[config.mk]
export PLATFORM = sky130hd
export DESIGN_NAME = char_lcd_text_console_flat
export DESIGN_NICKNAME = d
export VERILOG_FILES = /design/src/clcd_pkg.sv /design/src/clcd_ifs.sv /design/src/clcd_addr.sv /design/src/clcd_seq.sv /design/src/clcd_outq.sv /design/src/char_lcd_text_console.sv /design/src/flat_wrapper.sv
export SDC_FILE = /design/constraint.sdc
export NUM_CORES = 1
export LEC_CHECK = 0
export ABC_AREA = 1
export ABC_CLOCK_PERIOD_IN_PS = 4900
export BUFFER_PORTS_ARGS = -buffer_cell sky130_fd_sc_hd__buf_2
export CORE_ASPECT_RATIO = 1.25
export CORE_MARGIN = 4
export CORE_UTILIZATION = 50
export DETAILED_ROUTE_END_ITERATION = 12
export PLACE_DENSITY = 0.69
export SYNTH_ARGS = -nofsm -noshare
export SYNTH_HDL_FRONTEND = slang
export SYNTH_SLANG_ARGS = --single-unit
[constraint.sdc]
create_clock -name clk -period 4.9 [get_ports clk]
set_input_delay 0.245 -clock clk [delete_from_list [all_inputs] [get_ports clk]]
set_output_delay 0.245 -clock clk [all_outputs]
set_load 0.02 [all_outputs]
[src/clcd_pkg.sv]
// Shared types and constants for the character LCD text console.
// No dependencies; every other file of the block but clcd_ifs imports this package.
package clcd_pkg;

  // Input operation codes.
  typedef enum logic [1:0] {
    MODE_PRINT      = 2'd0,
    MODE_SET_CURSOR = 2'd1,
    MODE_CLEAR      = 2'd2
  } mode_t;

  // Controller bytes and character codes.
  localparam logic [7:0] CMD_CLEAR    = 8'h01;
  localparam logic [7:0] CMD_ROW_EVEN = 8'h80;
  localparam logic [7:0] CMD_ROW_ODD  = 8'hC0;
  localparam logic [7:0] CH_NEWLINE   = 8'h0A;
  localparam logic [7:0] CH_TAB       = 8'h09;
  localparam logic [7:0] CH_SPACE     = 8'h20;

  // Bytes kept per input item; further bytes are dropped.
  localparam int MAX_RESULTS = 20;
  localparam int RES_CNT_W   = $clog2(MAX_RESULTS + 1);

  // One step of the sequencer as seen by the output stage.
  typedef struct packed {
    logic       valid;     // a byte is produced in this step
    logic       is_data;
    logic [7:0] lcd_byte;
    logic       fin;       // the item is complete after this step
  } gen_t;

endpackage

[src/clcd_ifs.sv]
// Handshake interfaces for the input and result channels of the console.
// Depends on nothing; widths follow the fixed field widths of the block.
interface clcd_in_if;
  logic       valid;
  logic       ready;
  logic [1:0] mode;
  logic [7:0] char_code;
  logic [2:0] row;
  logic [4:0] col;

  modport source (output valid, output mode, output char_code, output row,
                  output col, input ready);
  modport sink (input valid, input mode, input char_code, input row,
                input col, output ready);
endinterface

interface clcd_out_if;
  logic       valid;
  logic       ready;
  logic       is_data;
  logic [7:0] lcd_byte;
  logic       last;

  modport source (output valid, output is_data, output lcd_byte, output last,
                  input ready);
  modport sink (input valid, input is_data, input lcd_byte, input last,
                output ready);
endinterface

[src/clcd_addr.sv]
// Cursor address unit: forms the set-DDRAM-address command for a row/column.
// Depends on clcd_pkg for the command base bytes.
module clcd_addr
  import clcd_pkg::*;
#(
  parameter int LINE_WIDTH = 20,
  parameter int COL_W      = 5
) (
  input  logic [2:0]       row,
  input  logic [COL_W-1:0] col,
  output logic [7:0]       cmd
);

  logic [7:0] base;
  logic [7:0] offset;

  // Odd rows sit in the second controller line, even rows in the first.
  assign base = row[0] ? CMD_ROW_ODD : CMD_ROW_EVEN;

  // Each row pair shifts the address by one line width.
  always_comb begin
    case (row[2:1])
      2'd0:    offset = 8'd0;
      2'd1:    offset = 8'(LINE_WIDTH);
      default: offset = 8'(2 * LINE_WIDTH);
    endcase
  end

  // The sum wraps modulo 256.
  assign cmd = base + offset + 8'(col);

endmodule

[src/clcd_seq.sv]
// Console sequencer: keeps the cursor and steps out one controller byte per
// step. Depends on clcd_pkg and the shared address unit clcd_addr.
module clcd_seq
  import clcd_pkg::*;
#(
  parameter int LINE_WIDTH = 20,
  parameter int LINE_COUNT = 4,
  parameter int TAB_STOP   = 4
) (
  input  logic       clk,
  input  logic       rst_n,
  input  logic       in_valid,
  output logic       in_ready,
  input  logic [1:0] in_mode,
  input  logic [7:0] in_char_code,
  input  logic [2:0] in_row,
  input  logic [4:0] in_col,
  input  logic       step_ok,
  output gen_t       gen
);

  localparam int COL_W = $clog2(LINE_WIDTH + 1);

  typedef enum logic [9:0] {
    S_IDLE = 10'b00_0000_0001,
    S_PREP = 10'b00_0000_0010,
    S_HOME = 10'b00_0000_0100,
    S_WRAP = 10'b00_0000_1000,
    S_BODY = 10'b00_0001_0000,
    S_PAD  = 10'b00_0010_0000,
    S_NLMV = 10'b00_0100_0000,
    S_SETC = 10'b00_1000_0000,
    S_CLR  = 10'b01_0000_0000,
    S_SPARE = 10'b10_0000_0000
  } state_t;

  state_t               state_r, state_nxt;
  logic [2:0]           row_r, row_nxt;
  logic [COL_W-1:0]     col_r, col_nxt;
  logic [COL_W-1:0]     pad_r, pad_nxt;
  logic [RES_CNT_W-1:0] cnt_r, cnt_nxt;
  logic [7:0]           char_r;
  logic [2:0]           srow_r;
  logic [COL_W-1:0]     scol_r;

  logic                 load;
  logic                 emit;
  logic                 is_data;
  logic [7:0]           byte_val;
  logic                 fin;
  logic                 room;
  logic [2:0]           a_row;
  logic [COL_W-1:0]     a_col;
  logic [7:0]           a_cmd;
  logic [2:0]           row_inc;
  logic [COL_W-1:0]     col_inc;
  logic [COL_W-1:0]     pad_inc;
  logic [2:0]           in_row_sat;
  logic [COL_W-1:0]     in_col_sat;
  logic [LINE_WIDTH:0]  tab_stop;

  // Columns that are tab stops, settled at elaboration.
  for (genvar i = 0; i <= LINE_WIDTH; i++) begin : g_tab
    assign tab_stop[i] = ((i % TAB_STOP) == 0);
  end

  // Shared address unit used by every cursor move.
  clcd_addr #(
    .LINE_WIDTH (LINE_WIDTH),
    .COL_W      (COL_W)
  ) u_addr (
    .row (a_row),
    .col (a_col),
    .cmd (a_cmd)
  );

  assign row_inc = row_r + 3'd1;
  assign col_inc = col_r + COL_W'(1);
  assign pad_inc = pad_r + COL_W'(1);
  assign room    = (cnt_r < RES_CNT_W'(MAX_RESULTS));

  // A set-cursor request saturates to the display edges.
  assign in_row_sat = (in_row > 3'(LINE_COUNT)) ? 3'(LINE_COUNT) : in_row;
  assign in_col_sat = ({1'b0, in_col} > 6'(LINE_WIDTH)) ? COL_W'(LINE_WIDTH)
                                                        : COL_W'(in_col);

  // Step logic: each state issues at most one byte per step.
  always_comb begin
    state_nxt = state_r;
    row_nxt   = row_r;
    col_nxt   = col_r;
    pad_nxt   = pad_r;
    load      = 1'b0;
    emit      = 1'b0;
    is_data   = 1'b0;
    byte_val  = CMD_CLEAR;
    fin       = 1'b0;
    a_row     = row_inc;
    a_col     = '0;
    in_ready  = (state_r == S_IDLE);
    unique case (state_r)
      S_IDLE: begin
        if (in_valid) begin
          load = 1'b1;
          case (in_mode)
            MODE_PRINT:      state_nxt = S_PREP;
            MODE_SET_CURSOR: state_nxt = S_SETC;
            MODE_CLEAR:      state_nxt = S_CLR;
            default:         state_nxt = S_IDLE;
          endcase
        end
      end
      S_PREP: begin
        if (step_ok) begin
          if (row_r >= 3'(LINE_COUNT)) begin
            emit      = 1'b1;
            byte_val  = CMD_CLEAR;
            state_nxt = S_HOME;
          end else if (col_r >= COL_W'(LINE_WIDTH)) begin
            state_nxt = S_WRAP;
          end else begin
            state_nxt = S_BODY;
          end
        end
      end
      S_HOME: begin
        if (step_ok) begin
          a_row     = 3'd0;
          emit      = 1'b1;
          byte_val  = a_cmd;
          row_nxt   = 3'd0;
          col_nxt   = '0;
          state_nxt = S_BODY;
        end
      end
      S_WRAP: begin
        if (step_ok) begin
          emit      = 1'b1;
          byte_val  = a_cmd;
          row_nxt   = row_inc;
          col_nxt   = '0;
          state_nxt = S_BODY;
        end
      end
      S_BODY: begin
        if (step_ok) begin
          if (char_r == CH_NEWLINE) begin
            if (col_r == '0) begin
              fin       = 1'b1;
              state_nxt = S_IDLE;
            end else begin
              emit      = 1'b1;
              is_data   = 1'b1;
              byte_val  = CH_SPACE;
              pad_nxt   = col_inc;
              state_nxt = (col_inc == COL_W'(LINE_WIDTH)) ? S_NLMV : S_PAD;
            end
          end else if (char_r == CH_TAB) begin
            emit     = 1'b1;
            is_data  = 1'b1;
            byte_val = CH_SPACE;
            col_nxt  = col_inc;
            if (tab_stop[col_inc]) begin
              fin       = 1'b1;
              state_nxt = S_IDLE;
            end else begin
              state_nxt = S_PREP;
            end
          end else begin
            emit      = 1'b1;
            is_data   = 1'b1;
            byte_val  = char_r;
            col_nxt   = col_inc;
            fin       = 1'b1;
            state_nxt = S_IDLE;
          end
        end
      end
      S_PAD: begin
        if (step_ok) begin
          emit     = 1'b1;
          is_data  = 1'b1;
          byte_val = CH_SPACE;
          pad_nxt  = pad_inc;
          if (pad_inc == COL_W'(LINE_WIDTH)) begin
            state_nxt = S_NLMV;
          end
        end
      end
      S_NLMV: begin
        if (step_ok) begin
          emit      = 1'b1;
          byte_val  = a_cmd;
          row_nxt   = row_inc;
          col_nxt   = '0;
          fin       = 1'b1;
          state_nxt = S_IDLE;
        end
      end
      S_SETC: begin
        if (step_ok) begin
          a_row     = srow_r;
          a_col     = scol_r;
          emit      = 1'b1;
          byte_val  = a_cmd;
          row_nxt   = srow_r;
          col_nxt   = scol_r;
          fin       = 1'b1;
          state_nxt = S_IDLE;
        end
      end
      S_CLR: begin
        if (step_ok) begin
          emit      = 1'b1;
          byte_val  = CMD_CLEAR;
          fin       = 1'b1;
          state_nxt = S_IDLE;
        end
      end
      default: begin
        state_nxt = S_IDLE;
      end
    endcase
  end

  // Bytes past the per-item limit are dropped; the cursor still moves.
  always_comb begin
    cnt_nxt = cnt_r;
    if (load) begin
      cnt_nxt = '0;
    end else if (emit && room) begin
      cnt_nxt = cnt_r + RES_CNT_W'(1);
    end
  end

  assign gen.valid    = emit && room;
  assign gen.is_data  = is_data;
  assign gen.lcd_byte = byte_val;
  assign gen.fin      = fin;

  // Control state and cursor.
  always_ff @(posedge clk) begin
    if (!rst_n) begin
      state_r <= S_IDLE;
      row_r   <= 3'd0;
      col_r   <= '0;
      cnt_r   <= '0;
    end else begin
      state_r <= state_nxt;
      row_r   <= row_nxt;
      col_r   <= col_nxt;
      cnt_r   <= cnt_nxt;
    end
  end

  // Item payload and pad counter.
  always_ff @(posedge clk) begin
    pad_r <= pad_nxt;
    if (load) begin
      char_r <= in_char_code;
      srow_r <= in_row_sat;
      scol_r <= in_col_sat;
    end
  end

endmodule

[src/clcd_outq.sv]
// Output stage: a one-byte hold register that learns whether its byte is the
// last of an item, followed by the result register. Depends on clcd_pkg.
module clcd_outq
  import clcd_pkg::*;
(
  input  logic       clk,
  input  logic       rst_n,
  input  gen_t       gen,
  output logic       step_ok,
  output logic       out_valid,
  input  logic       out_ready,
  output logic       out_is_data,
  output logic [7:0] out_lcd_byte,
  output logic       out_last
);

  logic       hold_v_r;
  logic       hold_last_r;
  logic       hold_data_r;
  logic [7:0] hold_byte_r;
  logic       out_v_r;
  logic       out_data_r;
  logic [7:0] out_byte_r;
  logic       out_last_r;
  logic       out_free;
  logic       flush;

  // The sequencer may step only when the hold register is empty or its byte can move on.
  assign out_free = !out_v_r || out_ready;
  assign step_ok  = !hold_v_r || out_free;
  assign flush    = hold_v_r && out_free && (hold_last_r || gen.valid || gen.fin);

  // Valid flags of both registers.
  always_ff @(posedge clk) begin
    if (!rst_n) begin
      hold_v_r <= 1'b0;
      out_v_r  <= 1'b0;
    end else begin
      if (gen.valid) begin
        hold_v_r <= 1'b1;
      end else if (flush) begin
        hold_v_r <= 1'b0;
      end
      if (flush) begin
        out_v_r <= 1'b1;
      end else if (out_ready) begin
        out_v_r <= 1'b0;
      end
    end
  end

  // Payload moves from the sequencer to hold and from hold to the output.
  always_ff @(posedge clk) begin
    if (gen.valid) begin
      hold_data_r <= gen.is_data;
      hold_byte_r <= gen.lcd_byte;
      hold_last_r <= gen.fin;
    end
    if (flush) begin
      out_data_r <= hold_data_r;
      out_byte_r <= hold_byte_r;
      out_last_r <= hold_last_r || (gen.fin && !gen.valid);
    end
  end

  assign out_valid    = out_v_r;
  assign out_is_data  = out_data_r;
  assign out_lcd_byte = out_byte_r;
  assign out_last     = out_last_r;

endmodule

[src/char_lcd_text_console.sv]
// Character LCD text console: turns a character stream into controller
// command and data bytes. Depends on clcd_pkg, clcd_ifs, clcd_seq, clcd_outq.
//
// The console takes one request at a time and answers with a burst of
// controller bytes, each flagged as data or command, the final one marked
// last. The sequencer takes a request while idle and checks the cursor
// position before each character or tab space: a newline off column zero
// pads the line with spaces and then moves the cursor, a tab emits spaces
// up to the next tab stop, and clearing and homing or wrapping adds a step.
// The rate is set by the sequencer, which issues at most one byte per cycle
// through a single hold register and the shared cursor address unit; a
// stalled result channel holds the sequencer. Requests are accepted only
// while it is idle.
module char_lcd_text_console
  import clcd_pkg::*;
#(
  parameter int LINE_WIDTH = 20,
  parameter int LINE_COUNT = 4,
  parameter int TAB_STOP   = 4
) (
  input  logic        clk,
  input  logic        rst_n,
  clcd_in_if.sink     in_ch,
  clcd_out_if.source  out_ch
);

  gen_t gen;
  logic step_ok;

  // Cursor tracking and byte generation.
  clcd_seq #(
    .LINE_WIDTH (LINE_WIDTH),
    .LINE_COUNT (LINE_COUNT),
    .TAB_STOP   (TAB_STOP)
  ) u_seq (
    .clk          (clk),
    .rst_n        (rst_n),
    .in_valid     (in_ch.valid),
    .in_ready     (in_ch.ready),
    .in_mode      (in_ch.mode),
    .in_char_code (in_ch.char_code),
    .in_row       (in_ch.row),
    .in_col       (in_ch.col),
    .step_ok      (step_ok),
    .gen          (gen)
  );

  // Hold and result registers.
  clcd_outq u_outq (
    .clk          (clk),
    .rst_n        (rst_n),
    .gen          (gen),
    .step_ok      (step_ok),
    .out_valid    (out_ch.valid),
    .out_ready    (out_ch.ready),
    .out_is_data  (out_ch.is_data),
    .out_lcd_byte (out_ch.lcd_byte),
    .out_last     (out_ch.last)
  );

endmodule

[src/flat_wrapper.sv]
// flat-port wrapper written by rule: the top's interface ports become plain ports
module char_lcd_text_console_flat import clcd_pkg::*;
#(
  parameter int LINE_WIDTH = 20,
  parameter int LINE_COUNT = 4,
  parameter int TAB_STOP   = 4
)
  (clk, rst_n, in_ch_valid, in_ch_mode, in_ch_char_code, in_ch_row, in_ch_col, in_ch_ready, out_ch_valid, out_ch_is_data, out_ch_lcd_byte, out_ch_last, out_ch_ready);
  clcd_in_if in_ch_i ();
  clcd_out_if out_ch_i ();
  input  logic clk;
  input  logic rst_n;
  input wire logic [$bits(in_ch_i.valid)-1:0] in_ch_valid;
  input wire logic [$bits(in_ch_i.mode)-1:0] in_ch_mode;
  input wire logic [$bits(in_ch_i.char_code)-1:0] in_ch_char_code;
  input wire logic [$bits(in_ch_i.row)-1:0] in_ch_row;
  input wire logic [$bits(in_ch_i.col)-1:0] in_ch_col;
  output wire logic [$bits(in_ch_i.ready)-1:0] in_ch_ready;
  output wire logic [$bits(out_ch_i.valid)-1:0] out_ch_valid;
  output wire logic [$bits(out_ch_i.is_data)-1:0] out_ch_is_data;
  output wire logic [$bits(out_ch_i.lcd_byte)-1:0] out_ch_lcd_byte;
  output wire logic [$bits(out_ch_i.last)-1:0] out_ch_last;
  input wire logic [$bits(out_ch_i.ready)-1:0] out_ch_ready;
  assign in_ch_i.valid = in_ch_valid;
  assign in_ch_i.mode = in_ch_mode;
  assign in_ch_i.char_code = in_ch_char_code;
  assign in_ch_i.row = in_ch_row;
  assign in_ch_i.col = in_ch_col;
  assign in_ch_ready = in_ch_i.ready;
  assign out_ch_valid = out_ch_i.valid;
  assign out_ch_is_data = out_ch_i.is_data;
  assign out_ch_lcd_byte = out_ch_i.lcd_byte;
  assign out_ch_last = out_ch_i.last;
  assign out_ch_i.ready = out_ch_ready;
  char_lcd_text_console #(.LINE_WIDTH(LINE_WIDTH), .LINE_COUNT(LINE_COUNT), .TAB_STOP(TAB_STOP)) u_core (.clk(clk), .rst_n(rst_n), .in_ch(in_ch_i), .out_ch(out_ch_i));
endmodule
After elaboration in Yosys (flattened, before gate mapping):

Memories as Yosys holds them, arrays and structs flattened.
Cells that the tools add are included.

* add/sub/neg operators: 6
* $lt $le $gt $ge: 6
* eq/ne operators: 30
* multiplexer cells: 65
* bitwise gates (word level): 1
* reduce and logical (&&, ||, !) cells: 31

Operators by type and width (number)
* $mux W10: 9
* $mux W5: 12
* $pmux W10 S6: 1
* $mux W8: 4
* $pmux W9 S3: 1
* $pmux W8 S3: 1
* $mux W7: 3
* $mux W1: 18
* $ne A2 B1 Y1 const B: 9
* $eq A8 B4 Y1 const B: 2
* $add A5 B1 Y5 const B: 3
* $mux W3: 5
* $pmux W5 S3: 1
* $mux W6: 2
* $pmux W6 S2: 1
* $eq A10 B1 Y1 const B: 1
* $eq A10 B2 Y1 const B: 1
* $eq A10 B3 Y1 const B: 1
* $eq A10 B4 Y1 const B: 1
* $eq A10 B5 Y1 const B: 1
* $eq A10 B6 Y1 const B: 1
* $eq A10 B7 Y1 const B: 1
* $eq A10 B8 Y1 const B: 1
* $eq A10 B9 Y1 const B: 1
* 34 further kinds: 58

* flip-flop bits (word level): 66
* memory bits (read-only): 32
* output and inout port bits: 12
* memories: 1

Memories
* (no name shown): words 32, width 1, read ports 1, clocked after Yosys merged registers in 0, wr ports 0, line clcd_seq.sv:163 `if (tab_stop[col_inc]) begin`

Logic depth before layout (Yosys ltp):

* word-level depth: 12
* mapped depth: 18
* mapped depth without buffers: 18

Modules after synthesis:

Synthesis repeated with hierarchy kept, for this count alone.

* cells, all modules: 432
* area, all modules: 3663.5 sq um

By module, submodules not included
* clcd_seq: instances 1, cells each 356, area each 2727.6 sq um, sequential area each 1071.0 sq um
* clcd_outq: instances 1, cells each 39, area each 719.4 sq um, sequential area each 640.6 sq um
* clcd_addr: instances 1, cells each 37, area each 216.5 sq um, sequential area each 0.0 sq um

Least setup slack after synthesis:

Ideal clock, no wire load.

* path kind: reg-to-reg
* start point: register u_core.u_outq.out_v_r, in the netlist u_core.u_outq.out_valid
* end point: register u_core.u_outq.hold_byte_r[6] (data pin)
* library setup time: 0.263 ns
* data arrival time: 2.464 ns
* data required time: 4.637 ns
* slack: 2.173 ns
* stages on the path, launching flop included: 14
* buffers on the path: 0
* path through: dfxtp_1 > nand2_2 > nor2_4 > clkinv_1 > nand3_1 > o21ai_2 > nor2_1 > ha_1 > inv_1 > fa_1 > o21ai_0 > nand2_1 > o21ai_0 > o21ai_0

RTL lines
* from (decl): line clcd_outq.sv:21 `logic out_v_r;`
* from (signal assigned): line clcd_outq.sv:37 `out_v_r <= 1'b0;`
* from (signal assigned): line clcd_outq.sv:45 `out_v_r <= 1'b1;`
* from (signal assigned): line clcd_outq.sv:47 `out_v_r <= 1'b0;`
* to (signal assigned): line clcd_outq.sv:56 `hold_byte_r <= gen.lcd_byte;`
* to (decl): line clcd_outq.sv:20 `logic [7:0] hold_byte_r;`

==> results.toml <==
[run_status]
status = "completed"

[critical_path]
slowest_delay_ns = 0.40
crit_arrival_ns = 3.00
cp_max_fo = 6
worstPathRequired_ns = 4.99
crit_type = "register to register"
crit_chain = "nor2_2, nand2_4, nor2_4, nand2_4, nand2_2, inv_1, nor2_2, o21ai_2, nor2_1, ha_1, inv_1, fa_1, o21ai_0, nand2_1, o21ai_0, o21ai_0"
crit_slowest_cell = "fa_1"
cp-start-kind = "register"
crit_top_cell = "o21ai_0"
cp-end-kind = "register"

[timing]
fin_ws_ns = 1.994
report.final.slew_viol_count = 0
setup_viol = 0
hold_viol = 0
max_freq_mhz = 344.1
setup-tns-final_ns = 0
min_period_over_period = 0.5931
period_needed_ns = 2.906
relSlewSlack = 0.6764
grt_setup_unrepaired = "no"
worst_pin_slew_ns = 0.4803
finClkSkew_ns = 0.007592

[synth]
synth.distinct_cells = 42
yosysSeqAreaShare = 0.4889
synth_area_mm2 = 0.003501
synth-seq-cells = 65
syn_nets = 439
ys.flop_type = "edfxtp_1"
synth_edf_count = 41
synthCells = 406
async_flop_share = 0
synth_area_leader_cell = "edfxtp_1"
yosys-top-cells-area = "edfxtp_1 (35%), dfxtp_1 (14%), inv_1 (7.9%)"
avgSynthCellArea_um2 = 8.623
yosysWarnings = 0
yosysTopAreaCellShare = 0.3517

[hold_path]
holdCritPathClass = "primary input to register"

[pwr]
peakVddDrop_uv = 284.3
power.density_mw_per_mm2 = 477.3
leakage_nw = 1.713

[grt]
grt_pass1_wl_um = 12390
grt_pass1_vias = 2689
grt_overflow = 0
grt_max_degree = 17
antenna_found_initial = 0
grt_usage = 0.1868

[clock_tree]
cts_buffer_depth = 2
cts_root_buf = "clkbuf_8"
clock_latency_ns = 0.34
clk_pin_slew_ns = 0.07
h-tree-depth = 3
cts_sinks = 65
cts_made_buffers = 9
cts_tree = "built"
cts_resized = 0
ctsHoldBuffers = 0
post_cts_buffers = 0

[detailed_routing]
wirelength_um = 7413
final_antenna_net_count = 0
drc_errors = 0
vias = 2787
drtIter0Drc = 162
via_per_inst = 5.171
drt-wirelength-per-cell_um = 13.75
first_pass_iters = 5

[place]
hpwlAfterDp_um = 5812
preCtsSetupSlack_ns = 1.972
gp_congestion = 0.8756
numPortBuffers = 33

[floorplan]
rows = 33
die_y_um = 101.6
initial_core_util = 0.5234
core_area_mm2 = 0.006689
die-area_mm2 = 0.008413
die_w_um = 82.84
num_io_pins = 34

[layout]
n_antenna_cell = 0
area_growth_syn_to_layout_pct = 13.05
final_cell_mix = "inv_1 (74), nand2_1 (49), nor2_1 (41), edfxtp_1 (41), buf_2 (33)"
layout_commonest_cell = "inv_1"
drive_gt1_frac = 0.1925
final_nets = 480

[flow_run]
cap_violations = 0
==> report_power, final <==
part	total, mW	switching, mW	internal (mW)
combinational	0.649	0.448	0.201
sequential	0.795	0.0756	0.720
clock	0.444	0.210	0.234
total	1.89	0.734	1.16
==> routing by layer <==
layer / vias to the layer above / track usage / routed length (um)
li1: 1428 / - / -
met1: 1273 / 0.2189 / 3116
met2: 75 / 0.3278 / 3748
met3: 11 / 0.05126 / 400
met4: 0 / 0.07296 / 148
met5: - / 0 / 0
==> cells by family (layout without fill, tap and decap cells) <==
kind of cell | after synthesis | count (layout) | synth area share
buf+inv | 84 | 130 | 0.09257
simple gates | 156 | 156 | 0.2255
fa+ha+maj | 11 | 11 | 0.04146
flops | 65 | 65 | 0.4889
xor+xnor | 5 | 5 | 0.01251
compound gates | 85 | 85 | 0.1390
==> layout make-up <==
cell class                      count  area [um^2]
Clock buffer                        9        123.9
Sequential cell                    65         1712
Timing Repair Buffer               34        172.7
Multi-Input combinational cell    257         1465
Clock inverter                      7        70.07
Fill cell                         632         2731
Inverter                           80        305.3
Tap cell                           87        108.9
==> worst max-delay path, delay by kind of cell, from the launching register on <==
| family | cells | cell delay, ns |
|---|---|---|
| buffers and inverters | 2 | 0.11 |
| AND/OR/NAND/NOR | 8 | 1.04 |
| flip-flops | 1 | 0.35 |
| adder cells (fa/ha/maj) | 2 | 0.59 |
| AO/OA/AOI/OAI | 4 | 0.54 |
==> synthesized netlist by cell type (all sizes together), types with 2 or more instances <==
master	count
nor3	12
nand3b	2
nand4	4
a22oi	3
o211ai	2
o22ai	2
inv	79
or2	2
a31oi	3
xnor2	3
dfxtp	24
edfxtp	41
nand2	61
o21ai	35
nor2	54
xor2	2
ha	10
o32ai	2
clkbuf	3
a211oi	2
nand3	20
a21oi	32
==> sequential cells by signal (all words and copies together) (netlist names) <==
signal,flops
u_core.u_seq.scol_r,5
u_core.u_outq.hold_last_r,1
u_core.u_outq.out_last,1
u_core.u_outq.hold_byte_r,8
u_core.u_seq.col_r,5
u_core.u_seq.cnt_r,5
u_core.u_outq.hold_v_r,1
u_core.u_seq.row_r,3
u_core.u_seq.srow_r,3
u_core.u_outq.hold_data_r,1
u_core.u_outq.out_is_data,1
u_core.u_seq.char_r,8
u_core.u_outq.out_lcd_byte,8
u_core.u_seq.state_r,9
u_core.u_seq.pad_r,5
u_core.u_outq.out_valid,1
==> path summary, 6_finish.rpt <==
| kind | cells past startpoint | start | slack (ns) | endpoint |
|---|---|---|---|---|
| worst max-delay path | 16 | u_core.u_seq.state_r[1] | 1.99 | u_core.u_outq.hold_byte_r[6] |
| worst min-delay path | 1 | in_ch_char_code[3] | 0.07 | u_core.u_seq.char_r[3] |
| worst max register to register | 16 | u_core.u_seq.state_r[1] | 1.99 | u_core.u_outq.hold_byte_r[6] |
| worst min register to register | 0 | u_core.u_outq.hold_byte_r[3] | 0.42 | u_core.u_outq.out_lcd_byte[3] |
==> metrics by stage <==
stage	utilization	power [mW]	std cells	instance area, um^2	hold slack, ns
after CTS	0.5917	1.894	539	3958	0.05869
final	0.5917	1.889	539	3958	0.07015
after floorplan	-	1.287	406	3501	0.3439
after global routing	0.5917	2.026	539	3958	0.04753
after detailed placement	0.5627	1.447	523	3764	0.4081
after global placement	0.5627	1.431	523	3764	0.4047
Note: power is estimated with default switching activity, not from simulation.
